===== src/design/ijs_pkg.sv =====
// Shared widths, sequencer states and step counts for the interval jitter statistics unit.
`default_nettype none

package ijs_pkg;

   localparam int TS_W    = 64;          // timestamp width
   localparam int CNT_W   = 8;           // delta count width
   localparam int FIELD_W = 24;          // width of each statistic on the result channel
   localparam int DIV_W   = 2 * CNT_W;   // widest divisor (count squared)
   localparam int STEP_W  = 6;           // iteration counter width

   // Last iteration index of each multi-cycle phase.
   localparam logic [STEP_W-1:0] VAR_LAST  = 6'd63;   // 64-bit dividend, one bit a cycle
   localparam logic [STEP_W-1:0] ROOT_LAST = 6'd31;   // 64-bit radicand, two bits a cycle
   localparam logic [STEP_W-1:0] MEAN_LAST = 6'd31;   // 32-bit dividend, one bit a cycle

   typedef enum logic [11:0] {
      ST_IDLE     = 12'b0000_0000_0001,
      ST_SQUARE   = 12'b0000_0000_0010,
      ST_ACCUM    = 12'b0000_0000_0100,
      ST_MUL_NN   = 12'b0000_0000_1000,
      ST_MUL_SS   = 12'b0000_0001_0000,
      ST_MUL_NL   = 12'b0000_0010_0000,
      ST_MUL_NH   = 12'b0000_0100_0000,
      ST_SUB      = 12'b0000_1000_0000,
      ST_DIV_VAR  = 12'b0001_0000_0000,
      ST_SQRT     = 12'b0010_0000_0000,
      ST_DIV_MEAN = 12'b0100_0000_0000,
      ST_RESULT   = 12'b1000_0000_0000
   } state_type;

endpackage

`default_nettype wire


===== src/design/ijs_channels.sv =====
// Valid/ready channel interfaces for timestamp transactions and statistics results.
`default_nettype none

interface ijs_req_intf;
   logic                      valid;
   logic                      ready;
   logic [ijs_pkg::TS_W-1:0]  timestamp;
   logic                      last_sample;

   modport source (output valid, output timestamp, output last_sample, input ready);
   modport sink   (input valid, input timestamp, input last_sample, output ready);
endinterface

interface ijs_rsp_intf;
   logic                         valid;
   logic                         ready;
   logic [ijs_pkg::CNT_W-1:0]    delta_count;
   logic [ijs_pkg::FIELD_W-1:0]  min_delta;
   logic [ijs_pkg::FIELD_W-1:0]  max_delta;
   logic [ijs_pkg::FIELD_W-1:0]  mean_delta;
   logic [ijs_pkg::FIELD_W-1:0]  midrange_delta;
   logic [ijs_pkg::FIELD_W-1:0]  std_dev;
   logic                         saturated;
   logic                         empty_run;

   modport source (output valid, output delta_count, output min_delta, output max_delta,
                   output mean_delta, output midrange_delta, output std_dev,
                   output saturated, output empty_run, input ready);
   modport sink   (input valid, input delta_count, input min_delta, input max_delta,
                   input mean_delta, input midrange_delta, input std_dev,
                   input saturated, input empty_run, output ready);
endinterface

`default_nettype wire


===== src/design/interval_jitter_stats_unit.sv =====
// Interval jitter statistics: timestamp deltas to count, min, max, mean, midrange, stdev.
//
// Usage: timestamps of one run enter on req_ch, one per transaction; last_sample marks
// the final one. Each timestamp after the first forms a delta to its predecessor
// (modulo 2^64), clipped to DELTA_BITS bits; deltas past MAX_SAMPLES-1 are dropped.
// Both events raise the saturated flag of the run's result.
// Sequence: a timestamp that is not last is subtracted and clipped, squared through the
// shared multiplier and accumulated; req_ch.ready is low meanwhile. A last timestamp of
// a run with deltas then takes the multiplies n*n, S*S and the two halves of n*S2, the
// subtract, the variance divide, the square root and the mean divide before its result
// is registered; a run with no deltas goes from accumulate straight to the result. The
// single multiplier and the single 64-bit subtractor set this sequence; the divider and
// square-root iterations reuse the subtractor one bit (or bit pair) a cycle.
// Results leave on rsp_ch from an output register. While the receiver stalls, the
// next run's timestamps are still taken; only a second result waits for the first.
// Reset (synchronous, active high) clears the run and drops any pending result.
`default_nettype none

module interval_jitter_stats_unit #(
   parameter int MAX_SAMPLES = 256,
   parameter int DELTA_BITS  = 24
) (
   input  wire logic        clock,
   input  wire logic        reset,
   ijs_req_intf.sink        req_ch,
   ijs_rsp_intf.source      rsp_ch
);

   localparam int SUM_W = DELTA_BITS + ijs_pkg::CNT_W;
   localparam int SQ_W  = 2 * DELTA_BITS + ijs_pkg::CNT_W;
   localparam logic [ijs_pkg::CNT_W-1:0] CAP = ijs_pkg::CNT_W'(MAX_SAMPLES - 1);
   localparam logic [DELTA_BITS-1:0] LIMIT = {DELTA_BITS{1'b1}};

   ijs_pkg::state_type state_ff, state_in;

   // Run state.
   logic [ijs_pkg::TS_W-1:0]   prev_ff, prev_in;
   logic                       have_prev_ff, have_prev_in;
   logic [ijs_pkg::CNT_W-1:0]  tally_ff, tally_in;
   logic [SUM_W-1:0]           sum_ff, sum_in;
   logic [SQ_W-1:0]            sqsum_ff, sqsum_in;
   logic [DELTA_BITS-1:0]      min_ff, min_in;
   logic [DELTA_BITS-1:0]      max_ff, max_in;
   logic                       clip_ff, clip_in;

   // Per-transaction and sequencer working registers.
   logic                       last_ff, last_in;
   logic                       take_ff, take_in;
   logic [DELTA_BITS-1:0]      delta_ff, delta_in;
   logic [ijs_pkg::DIV_W-1:0]  nn_ff, nn_in;
   logic [63:0]                ss_ff, ss_in;
   logic [63:0]                acc_ff, acc_in;
   logic [63:0]                work_ff, work_in;
   logic [ijs_pkg::DIV_W-1:0]  rem_ff, rem_in;
   logic [63:0]                root_ff, root_in;
   logic [63:0]                probe_ff, probe_in;
   logic [ijs_pkg::STEP_W-1:0] step_ff, step_in;

   // Result register.
   logic                         rsp_valid_ff, rsp_valid_in;
   logic [ijs_pkg::CNT_W-1:0]    rsp_count_ff, rsp_count_in;
   logic [ijs_pkg::FIELD_W-1:0]  rsp_min_ff, rsp_min_in;
   logic [ijs_pkg::FIELD_W-1:0]  rsp_max_ff, rsp_max_in;
   logic [ijs_pkg::FIELD_W-1:0]  rsp_mean_ff, rsp_mean_in;
   logic [ijs_pkg::FIELD_W-1:0]  rsp_mid_ff, rsp_mid_in;
   logic [ijs_pkg::FIELD_W-1:0]  rsp_std_ff, rsp_std_in;
   logic                         rsp_sat_ff, rsp_sat_in;
   logic                         rsp_empty_ff, rsp_empty_in;

   // Shared units.
   logic [31:0] mul_a, mul_b;
   logic [63:0] mul_p;
   logic [63:0] sub_a, sub_b;
   logic [64:0] sub_d;
   logic        sub_ge;

   logic                       req_acc;
   logic                       over;
   logic                       below_cap;
   logic [ijs_pkg::DIV_W-1:0]  divisor;
   logic [63:0]                sq64;
   logic [DELTA_BITS-1:0]      mid_val;

   assign req_ch.ready = (state_ff == ijs_pkg::ST_IDLE);
   assign req_acc      = req_ch.valid && req_ch.ready;

   assign sq64    = 64'(sqsum_ff);
   assign divisor = (state_ff == ijs_pkg::ST_DIV_VAR) ? nn_ff
                                                      : ijs_pkg::DIV_W'(tally_ff);

   // Shared multiplier operand selection.
   always_comb begin
      case (state_ff)
         ijs_pkg::ST_SQUARE: begin
            mul_a = 32'(delta_ff);
            mul_b = 32'(delta_ff);
         end
         ijs_pkg::ST_MUL_NN: begin
            mul_a = 32'(tally_ff);
            mul_b = 32'(tally_ff);
         end
         ijs_pkg::ST_MUL_SS: begin
            mul_a = 32'(sum_ff);
            mul_b = 32'(sum_ff);
         end
         ijs_pkg::ST_MUL_NL: begin
            mul_a = 32'(tally_ff);
            mul_b = sq64[31:0];
         end
         ijs_pkg::ST_MUL_NH: begin
            mul_a = 32'(tally_ff);
            mul_b = sq64[63:32];
         end
         default: begin
            mul_a = '0;
            mul_b = '0;
         end
      endcase
   end

   assign mul_p = mul_a * mul_b;

   // Shared subtractor: timestamp delta, n*S2 - S*S, divide trials and root trials.
   always_comb begin
      case (state_ff)
         ijs_pkg::ST_DIV_VAR, ijs_pkg::ST_DIV_MEAN: begin
            sub_a = 64'({rem_ff, work_ff[63]});
            sub_b = 64'(divisor);
         end
         ijs_pkg::ST_SQRT: begin
            sub_a = work_ff;
            // The trial bit always lies below the lowest set bit of the partial root.
            sub_b = root_ff | probe_ff;
         end
         ijs_pkg::ST_SUB: begin
            sub_a = acc_ff;
            sub_b = ss_ff;
         end
         default: begin
            sub_a = req_ch.timestamp;
            sub_b = prev_ff;
         end
      endcase
   end

   assign sub_d  = {1'b0, sub_a} - {1'b0, sub_b};
   assign sub_ge = !sub_d[64];

   assign over      = (sub_d[63:0] >> DELTA_BITS) != 64'd0;
   assign below_cap = tally_ff < CAP;
   assign mid_val   = min_ff + ((max_ff - min_ff) >> 1);

   always_comb begin
      state_in     = state_ff;
      prev_in      = prev_ff;
      have_prev_in = have_prev_ff;
      tally_in     = tally_ff;
      sum_in       = sum_ff;
      sqsum_in     = sqsum_ff;
      min_in       = min_ff;
      max_in       = max_ff;
      clip_in      = clip_ff;
      last_in      = last_ff;
      take_in      = take_ff;
      delta_in     = delta_ff;
      nn_in        = nn_ff;
      ss_in        = ss_ff;
      acc_in       = acc_ff;
      work_in      = work_ff;
      rem_in       = rem_ff;
      root_in      = root_ff;
      probe_in     = probe_ff;
      step_in      = step_ff;
      rsp_valid_in = rsp_valid_ff && !rsp_ch.ready;
      rsp_count_in = rsp_count_ff;
      rsp_min_in   = rsp_min_ff;
      rsp_max_in   = rsp_max_ff;
      rsp_mean_in  = rsp_mean_ff;
      rsp_mid_in   = rsp_mid_ff;
      rsp_std_in   = rsp_std_ff;
      rsp_sat_in   = rsp_sat_ff;
      rsp_empty_in = rsp_empty_ff;

      case (state_ff)
         ijs_pkg::ST_IDLE: begin
            if (req_acc) begin
               if (have_prev_ff) begin
                  clip_in = clip_ff || over || !below_cap;
               end
               take_in      = have_prev_ff && below_cap;
               delta_in     = over ? LIMIT : sub_d[DELTA_BITS-1:0];
               prev_in      = req_ch.timestamp;
               have_prev_in = 1'b1;
               last_in      = req_ch.last_sample;
               state_in     = ijs_pkg::ST_SQUARE;
            end
         end
         ijs_pkg::ST_SQUARE: begin
            ss_in    = mul_p;
            state_in = ijs_pkg::ST_ACCUM;
         end
         ijs_pkg::ST_ACCUM: begin
            if (take_ff) begin
               sum_in   = sum_ff + SUM_W'(delta_ff);
               sqsum_in = sqsum_ff + ss_ff[SQ_W-1:0];
               if (tally_ff == '0 || delta_ff < min_ff) begin
                  min_in = delta_ff;
               end
               if (delta_ff > max_ff) begin
                  max_in = delta_ff;
               end
               tally_in = tally_ff + 1'b1;
            end
            if (!last_ff) begin
               state_in = ijs_pkg::ST_IDLE;
            end else if (tally_in == '0) begin
               state_in = ijs_pkg::ST_RESULT;
            end else begin
               state_in = ijs_pkg::ST_MUL_NN;
            end
         end
         ijs_pkg::ST_MUL_NN: begin
            nn_in    = mul_p[ijs_pkg::DIV_W-1:0];
            state_in = ijs_pkg::ST_MUL_SS;
         end
         ijs_pkg::ST_MUL_SS: begin
            ss_in    = mul_p;
            state_in = ijs_pkg::ST_MUL_NL;
         end
         ijs_pkg::ST_MUL_NL: begin
            acc_in   = mul_p;
            state_in = ijs_pkg::ST_MUL_NH;
         end
         ijs_pkg::ST_MUL_NH: begin
            acc_in   = acc_ff + {mul_p[31:0], 32'd0};
            state_in = ijs_pkg::ST_SUB;
         end
         ijs_pkg::ST_SUB: begin
            work_in  = sub_d[63:0];
            rem_in   = '0;
            step_in  = '0;
            state_in = ijs_pkg::ST_DIV_VAR;
         end
         ijs_pkg::ST_DIV_VAR, ijs_pkg::ST_DIV_MEAN: begin
            if (sub_ge) begin
               rem_in  = sub_d[ijs_pkg::DIV_W-1:0];
               work_in = {work_ff[62:0], 1'b1};
            end else begin
               rem_in  = {rem_ff[ijs_pkg::DIV_W-2:0], work_ff[63]};
               work_in = {work_ff[62:0], 1'b0};
            end
            step_in = step_ff + 1'b1;
            if (state_ff == ijs_pkg::ST_DIV_VAR && step_ff == ijs_pkg::VAR_LAST) begin
               // The variance quotient now in work_ff becomes the radicand.
               root_in  = '0;
               probe_in = 64'd1 << 62;
               step_in  = '0;
               state_in = ijs_pkg::ST_SQRT;
            end else if (state_ff == ijs_pkg::ST_DIV_MEAN &&
                         step_ff == ijs_pkg::MEAN_LAST) begin
               state_in = ijs_pkg::ST_RESULT;
            end
         end
         ijs_pkg::ST_SQRT: begin
            if (sub_ge) begin
               work_in = sub_d[63:0];
               root_in = (root_ff >> 1) | probe_ff;
            end else begin
               root_in = root_ff >> 1;
            end
            probe_in = probe_ff >> 2;
            step_in  = step_ff + 1'b1;
            if (step_ff == ijs_pkg::ROOT_LAST) begin
               // Sum sits in the upper half so 32 steps leave the quotient in the lower.
               work_in  = {32'(sum_ff), 32'd0};
               rem_in   = '0;
               step_in  = '0;
               state_in = ijs_pkg::ST_DIV_MEAN;
            end
         end
         ijs_pkg::ST_RESULT: begin
            if (!rsp_valid_ff || rsp_ch.ready) begin
               rsp_valid_in = 1'b1;
               rsp_count_in = tally_ff;
               rsp_sat_in   = clip_ff;
               if (tally_ff == '0) begin
                  rsp_empty_in = 1'b1;
                  rsp_min_in   = '0;
                  rsp_max_in   = '0;
                  rsp_mean_in  = '0;
                  rsp_mid_in   = '0;
                  rsp_std_in   = '0;
               end else begin
                  rsp_empty_in = 1'b0;
                  rsp_min_in   = ijs_pkg::FIELD_W'(min_ff);
                  rsp_max_in   = ijs_pkg::FIELD_W'(max_ff);
                  rsp_mean_in  = work_ff[ijs_pkg::FIELD_W-1:0];
                  rsp_mid_in   = ijs_pkg::FIELD_W'(mid_val);
                  rsp_std_in   = root_ff[ijs_pkg::FIELD_W-1:0];
               end
               prev_in      = '0;
               have_prev_in = 1'b0;
               tally_in     = '0;
               sum_in       = '0;
               sqsum_in     = '0;
               min_in       = LIMIT;
               max_in       = '0;
               clip_in      = 1'b0;
               state_in     = ijs_pkg::ST_IDLE;
            end
         end
         default: begin
            state_in = ijs_pkg::ST_IDLE;
         end
      endcase
   end

   always_ff @(posedge clock) begin
      if (reset) begin
         state_ff     <= ijs_pkg::ST_IDLE;
         prev_ff      <= '0;
         have_prev_ff <= 1'b0;
         tally_ff     <= '0;
         sum_ff       <= '0;
         sqsum_ff     <= '0;
         min_ff       <= LIMIT;
         max_ff       <= '0;
         clip_ff      <= 1'b0;
         rsp_valid_ff <= 1'b0;
      end else begin
         state_ff     <= state_in;
         prev_ff      <= prev_in;
         have_prev_ff <= have_prev_in;
         tally_ff     <= tally_in;
         sum_ff       <= sum_in;
         sqsum_ff     <= sqsum_in;
         min_ff       <= min_in;
         max_ff       <= max_in;
         clip_ff      <= clip_in;
         rsp_valid_ff <= rsp_valid_in;
      end
   end

   always_ff @(posedge clock) begin
      last_ff      <= last_in;
      take_ff      <= take_in;
      delta_ff     <= delta_in;
      nn_ff        <= nn_in;
      ss_ff        <= ss_in;
      acc_ff       <= acc_in;
      work_ff      <= work_in;
      rem_ff       <= rem_in;
      root_ff      <= root_in;
      probe_ff     <= probe_in;
      step_ff      <= step_in;
      rsp_count_ff <= rsp_count_in;
      rsp_min_ff   <= rsp_min_in;
      rsp_max_ff   <= rsp_max_in;
      rsp_mean_ff  <= rsp_mean_in;
      rsp_mid_ff   <= rsp_mid_in;
      rsp_std_ff   <= rsp_std_in;
      rsp_sat_ff   <= rsp_sat_in;
      rsp_empty_ff <= rsp_empty_in;
   end

   assign rsp_ch.valid          = rsp_valid_ff;
   assign rsp_ch.delta_count    = rsp_count_ff;
   assign rsp_ch.min_delta      = rsp_min_ff;
   assign rsp_ch.max_delta      = rsp_max_ff;
   assign rsp_ch.mean_delta     = rsp_mean_ff;
   assign rsp_ch.midrange_delta = rsp_mid_ff;
   assign rsp_ch.std_dev        = rsp_std_ff;
   assign rsp_ch.saturated      = rsp_sat_ff;
   assign rsp_ch.empty_run      = rsp_empty_ff;

   // A newly loaded result always leaves a cleared run behind it.
   a_clear_after_result: assert property (@(posedge clock) disable iff (reset)
      $rose(rsp_valid_ff) |-> (tally_ff == '0 && !have_prev_ff && !clip_ff))
      else $error("run state not cleared after result");

   // A delta arriving at the sample cap must raise the saturation flag.
   a_cap_sets_clip: assert property (@(posedge clock) disable iff (reset)
      (req_acc && have_prev_ff && !below_cap) |=> clip_ff)
      else $error("dropped delta did not set saturation");

   // An empty run reports zero statistics.
   a_empty_zero: assert property (@(posedge clock) disable iff (reset)
      (rsp_valid_ff && rsp_empty_ff) |->
         (rsp_count_ff == '0 && rsp_min_ff == '0 && rsp_max_ff == '0 && rsp_std_ff == '0))
      else $error("empty run with nonzero statistics");

   // Midrange lies between minimum and maximum.
   a_mid_bounds: assert property (@(posedge clock) disable iff (reset)
      (rsp_valid_ff && !rsp_empty_ff) |->
         (rsp_min_ff <= rsp_mid_ff && rsp_mid_ff <= rsp_max_ff))
      else $error("midrange outside min/max");

endmodule

`default_nettype wire

===== src/flat_wrapper.sv =====
// flat-port wrapper written by rule: the top's interface ports become plain ports
module interval_jitter_stats_unit_flat 
#(
   parameter int MAX_SAMPLES = 256,
   parameter int DELTA_BITS  = 24
)
  (clock, reset, req_ch_valid, req_ch_timestamp, req_ch_last_sample, req_ch_ready, rsp_ch_valid, rsp_ch_delta_count, rsp_ch_min_delta, rsp_ch_max_delta, rsp_ch_mean_delta, rsp_ch_midrange_delta, rsp_ch_std_dev, rsp_ch_saturated, rsp_ch_empty_run, rsp_ch_ready);
  ijs_req_intf req_ch_i ();
  ijs_rsp_intf rsp_ch_i ();
  input  wire logic clock;
  input  wire logic reset;
  input wire logic [$bits(req_ch_i.valid)-1:0] req_ch_valid;
  input wire logic [$bits(req_ch_i.timestamp)-1:0] req_ch_timestamp;
  input wire logic [$bits(req_ch_i.last_sample)-1:0] req_ch_last_sample;
  output wire logic [$bits(req_ch_i.ready)-1:0] req_ch_ready;
  output wire logic [$bits(rsp_ch_i.valid)-1:0] rsp_ch_valid;
  output wire logic [$bits(rsp_ch_i.delta_count)-1:0] rsp_ch_delta_count;
  output wire logic [$bits(rsp_ch_i.min_delta)-1:0] rsp_ch_min_delta;
  output wire logic [$bits(rsp_ch_i.max_delta)-1:0] rsp_ch_max_delta;
  output wire logic [$bits(rsp_ch_i.mean_delta)-1:0] rsp_ch_mean_delta;
  output wire logic [$bits(rsp_ch_i.midrange_delta)-1:0] rsp_ch_midrange_delta;
  output wire logic [$bits(rsp_ch_i.std_dev)-1:0] rsp_ch_std_dev;
  output wire logic [$bits(rsp_ch_i.saturated)-1:0] rsp_ch_saturated;
  output wire logic [$bits(rsp_ch_i.empty_run)-1:0] rsp_ch_empty_run;
  input wire logic [$bits(rsp_ch_i.ready)-1:0] rsp_ch_ready;
  assign req_ch_i.valid = req_ch_valid;
  assign req_ch_i.timestamp = req_ch_timestamp;
  assign req_ch_i.last_sample = req_ch_last_sample;
  assign req_ch_ready = req_ch_i.ready;
  assign rsp_ch_valid = rsp_ch_i.valid;
  assign rsp_ch_delta_count = rsp_ch_i.delta_count;
  assign rsp_ch_min_delta = rsp_ch_i.min_delta;
  assign rsp_ch_max_delta = rsp_ch_i.max_delta;
  assign rsp_ch_mean_delta = rsp_ch_i.mean_delta;
  assign rsp_ch_midrange_delta = rsp_ch_i.midrange_delta;
  assign rsp_ch_std_dev = rsp_ch_i.std_dev;
  assign rsp_ch_saturated = rsp_ch_i.saturated;
  assign rsp_ch_empty_run = rsp_ch_i.empty_run;
  assign rsp_ch_i.ready = rsp_ch_ready;
  interval_jitter_stats_unit #(.MAX_SAMPLES(MAX_SAMPLES), .DELTA_BITS(DELTA_BITS)) u_core (.clock(clock), .reset(reset), .req_ch(req_ch_i), .rsp_ch(rsp_ch_i));
endmodule

===== config.mk =====
export PLATFORM = sky130hd
export DESIGN_NAME = interval_jitter_stats_unit_flat
export DESIGN_NICKNAME = d
export VERILOG_FILES = /design/src/design/ijs_pkg.sv /design/src/design/ijs_channels.sv /design/src/design/interval_jitter_stats_unit.sv /design/src/flat_wrapper.sv
export SDC_FILE = /design/constraint.sdc
export NUM_CORES = 2
export LEC_CHECK = 0
export ABC_CLOCK_PERIOD_IN_PS = 13400
export BUFFER_PORTS_ARGS = -buffer_cell sky130_fd_sc_hd__buf_2
export CORE_ASPECT_RATIO = 1.25
export CORE_MARGIN = 3
export CORE_UTILIZATION = 65
export CTS_CLUSTER_DIAMETER = 50
export DETAILED_ROUTE_END_ITERATION = 6
export PLACE_DENSITY = 0.91
export SYNTH_ARGS = -nofsm -noshare
export SYNTH_HDL_FRONTEND = slang
export SYNTH_SLANG_ARGS = --single-unit

===== constraint.sdc =====
create_clock -name clock -period 13.4 [get_ports clock]
set_input_delay 0.67 -clock clock [delete_from_list [all_inputs] [get_ports clock]]
set_output_delay 0.67 -clock clock [all_outputs]
set_load 0.03 [all_outputs]

==> metrics.md <==
| Metric | Value |
|---|---|
| Std cell rows | `about 140` |
| Violated checks | `DRC` |
| Power density normalized to cell area | `roughly 85 mW/mm^2` |
| Post-cts repair resize count | `0` |
| Routed wire length | `approximately 270000 microns` |
| Placed cell areas | `roughly 0.076 sq mm` |
| Detailed-router iteration count before antenna repair | `7` |
| Data required time of the worst path | `roughly 14000 ps` |
| Most frequent cell on the critical path | `sky130_fd_sc_hd__fa_1` |
| Internal power | `4.27 mW` |
| Achievable Freq | `around 80 MHz` |
| Post-CTS Repair Setup Buffers | `0` |
| Top fanout value on the critical path | `55` |
| H-tree levels | `3` |
| Post-synthesis sequential area ratio | `about a quarter` |
| Syn Area/Cell | `9.19 sq um` |
| Actual slew at the worst max-slew pin | `1280 ps` |
| Combined area of all synthesized cells | `about 0.074 sq mm` |
| Per-cell via count in the routed design | `between 6 and 7` |
| Max incr delay on CP | `630 ps` |
| Placer's final routability congestion estimate | `1.11` |
| Type of destination of the critical path | `flip-flop` |
| Switching share of power | `36.1%` |
| Initial Utilization | `approximately 66%` |
| CTS max path bufs | `3` |
| Distinct cell type count after synthesis | `between 100 and 150` |
| Top-count cell post-synth | `sky130_fd_sc_hd__nand2_1` |
| EDFF count, synth | `481` |
| Seq cells post-synth | `about 700` |
| Number of global-route vias before repair | `approximately 66000` |
| Net count, final | `approximately 9500` |
| Post-Place Cells | `9400` |
| Worst hold slack after final layout | `272 ps` |
| Share of the synthesized area in compound gates (AO/OA/AOI/OAI) | `between 10% and 20%` |
| Number of hold violations in the final report | `0` |
| Combinational fraction of design power | `about 30%` |
| Synth async-reset ratio | `0%` |
| Most instantiated flip-flop cell in the synthesis netlist | `sky130_fd_sc_hd__edfxtp_1` |
| Dominant cell type by area after synthesis | `sky130_fd_sc_hd__fa_1` |
| Worst Path Class, Setup | `flip-flop to flip-flop` |
| Area growth syn-to-layout | `6.51%` |
| Top-Level Pins | `around 200` |
| Final Cell Area | `0.0786 sq mm` |
| Area share of the largest cell type after synthesis | `roughly 24%` |
| Worst r2r path cells | `42` |
| Arrival time reported for the critical path endpoint | `12940 ps` |
| Initial antenna violation count | `18` |
| Final global-route overflow total | `0` |
| Relative contribution of sequential cells to total power | `36.8%` |
| Static Leakage | `approximately 35 nW` |
| Maximum number of pins on one net before global-route repair | `106` |
| Wire length of the first global-routing pass | `397000 microns` |
| Clock tree root buffer cell | `sky130_fd_sc_hd__clkbuf_16` |
| Final routed DRC violation total | `23` |
| Ratio of cells with drive above 1 in the final layout | `between 6 and 7%` |
| Global-route total usage across every layer | `between 40 and 50%` |
| Final setup violation count | `0` |
| Clock power share | `about a third` |
| Non-filler cells in the finished layout | `between 9000 and 10000` |
| Post-synthesis adder-cell area fraction | `~34%` |
| Clock buffer count from CTS | `between 70 and 80` |
| Input/output buffers | `200` |
| Count of hold-fix buffers inserted at cts | `0` |
| Unrepaired setup endpoints after global routing | `false` |
| Post-Syn Instances | `~8000` |
| Yosys warnings | `0` |
| Total number of vias | `64600` |
| Slew Viols, Final | `0` |
| Fin crit period | `12460 ps` |
| Detail Route Antenna Nets | `0` |
| Die Height | `between 300 and 400 microns` |
| Number of filler cells placed in the layout | `a little over 8000` |
| Cell types with the largest area share after synthesis | `sky130_fd_sc_hd__fa_1 24%, sky130_fd_sc_hd__edfxtp_1 20%, sky130_fd_sc_hd__ha_1 9.1%` |
| WL per Instance | `roughly 28 microns` |
| Number of violations reported at the end of detailed-routing iteration 0 | `slightly above 9000` |
| CP max stage cell | `sky130_fd_sc_hd__buf_4` |
| Post-route setup TNS | `0 ps` |
| Hold Path Depth | `1` |
| Die extent in x | `307 microns` |
| Run status | `finished, violations left` |
| Clock-pin slew on the worst setup and hold paths | `around 60 ps` |
| Share of cell area taken by muxes after synthesis | `less than 1%` |
| Switch Pwr | `around 2.4 mW` |
| Setup skew after layout | `between 40 and 50 ps` |
| Worst setup SP type | `flip-flop` |
| Synthesized netlist net count | `approximately 9500` |
| Maxcap violations | `0` |
| TritonCTS clock tree | `done` |
| Fraction of the cycle the final worst path needs | `between 90% and 100%` |
| Core area | `between 0.1 and 0.15 sq mm` |
| Share of synthesized cell area in and, or, nand and nor gates | `between 15 and 20%` |
| Worst max-slew margin expressed relative to the limit | `between 10% and 20%` |
| Detail Placement HPWL | `around 200000 microns` |
| Total number of clock tree sinks | `slightly above 700` |
| Total die area | `around 0.12 sq mm` |
| Source-to-sink clock delay at the later pin of the worst-skew pair | `about 670 ps` |
| Parity-gate share of the synthesized area counting xor and xnor cells | `~3%` |
| Dominant combinational cell family by area after synthesis | `adder cells` |
| Peak supply drop | `0.0000959 V` |
| Worst Hold Class | `primary input to flip-flop` |
| Commonest cells in the netlist | `1112 x sky130_fd_sc_hd__nand2_1, 1110 x sky130_fd_sc_hd__inv_1, 902 x sky130_fd_sc_hd__fa_1, 730 x sky130_fd_sc_hd__nor2_1, 534 x sky130_fd_sc_hd__ha_1` |
==> placed cells by master (no fill, tap or decap), types with 115 or more instances in the layout <==
cell and instances:
sky130_fd_sc_hd__buf_2 199, sky130_fd_sc_hd__a22o_1 115, sky130_fd_sc_hd__inv_1 1109, sky130_fd_sc_hd__xnor2_1 155, sky130_fd_sc_hd__edfxtp_1 481, sky130_fd_sc_hd__a21oi_1 389
sky130_fd_sc_hd__nand2_1 1111, sky130_fd_sc_hd__a21o_1 158, sky130_fd_sc_hd__ha_1 534, sky130_fd_sc_hd__buf_4 120, sky130_fd_sc_hd__a22oi_1 208, sky130_fd_sc_hd__and2_1 186
sky130_fd_sc_hd__dfxtp_1 223, sky130_fd_sc_hd__fa_1 902, sky130_fd_sc_hd__nor2_1 725, sky130_fd_sc_hd__o21ai_0 244
==> power by group through the flow <==
stage          clock, mW  sequential [mW]  combinational [mW]
2_1_floorplan          0             2.47                1.23
3_3_place_gp           0             2.50                1.81
3_5_place_dp           0             2.50                1.86
4_1_cts             2.21             2.45                1.88
5_1_grt             2.29             2.46                2.08
6_report            2.22             2.46                1.99
==> logic make-up (layout without fill, tap and decap cells) <==
family                   Yosys count  in the layout
multiplexers                      63             63
XOR/XNOR                         258            258
buffers and inverters           1530           1574
flip-flops                       704            704
AO/OA/AOI/OAI                   1514           1514
adder cells (fa/ha/maj)         1436           1436
AND/OR/NAND/NOR                 2527           2527
other                              0             10
==> stage by stage <==
step	setup slack [ps]	utilization (%)	total power, mW
floorplan	2100	-	3.70
global placement	1520	67.8	4.31
detailed placement	1270	67.8	4.36
CTS	1240	70.1	6.54
global route	275	70.1	6.83
finish	941	70.1	6.67
==> layout make-up <==
type	count	area (sq um)	area share [%]
multi-input cells	5798	49100	62.5
flip-flops and latches	704	18900	24.1
inverters	1120	4200	5.35
clock buffers	89	1990	2.53
repair buffers	320	1900	2.42
well taps	1459	1830	2.32
clock inverters	45	581	0.739
diodes	10	25.0	0.0318
==> state kept, by name, summed over array words and instances, names as in the netlist, 24 cells and up <==
register	cells
u_core.min_ff	24
u_core.rsp_ch.min_delta	24
u_core.work_ff	64
u_core.rsp_ch.midrange_delta	24
u_core.rsp_ch.max_delta	24
u_core.ss_ff	64
u_core.max_ff	24
u_core.sum_ff	32
u_core.delta_ff	24
u_core.sqsum_ff	56
u_core.rsp_ch.mean_delta	24
u_core.prev_ff	64
u_core.acc_ff	64
u_core.root_ff	63
u_core.rsp_ch.std_dev	24
u_core.probe_ff	32
==> metal layers <==
metal  share of wire (%)  GRT usage, %  wire [microns]
met1                  31          51.7           82300
met5               0.077         0.374             204
met4                  12          40.4           30700
met3                  14          14.3           38500
met2                  43          67.7          114000
==> worst max-delay path, delay by kind of cell, from the launching register on <==
family	cells	cell delay (ps)
buf+inv	5	900
xor+xnor	1	330
fa+ha+maj	10	4230
simple gates	13	3440
compound gates	13	2980
flops	1	340
==> path summary, 6_finish.rpt <==
check / from / endpoint / slack, ps
min: req_ch_last_sample / u_core.last_ff$_DFFE_PP_ / 270
max: u_core.state_ff[11]$_SDFFE_PP0P_ / u_core.acc_ff[63]$_DFFE_PP_ / 940
min reg2reg: u_core.sqsum_ff[0]$_SDFFE_PP0P_ / u_core.sqsum_ff[0]$_SDFFE_PP0P_ / 470
max reg2reg: u_core.state_ff[11]$_SDFFE_PP0P_ / u_core.acc_ff[63]$_DFFE_PP_ / 940
Note: power is estimated with default switching activity, not from simulation.
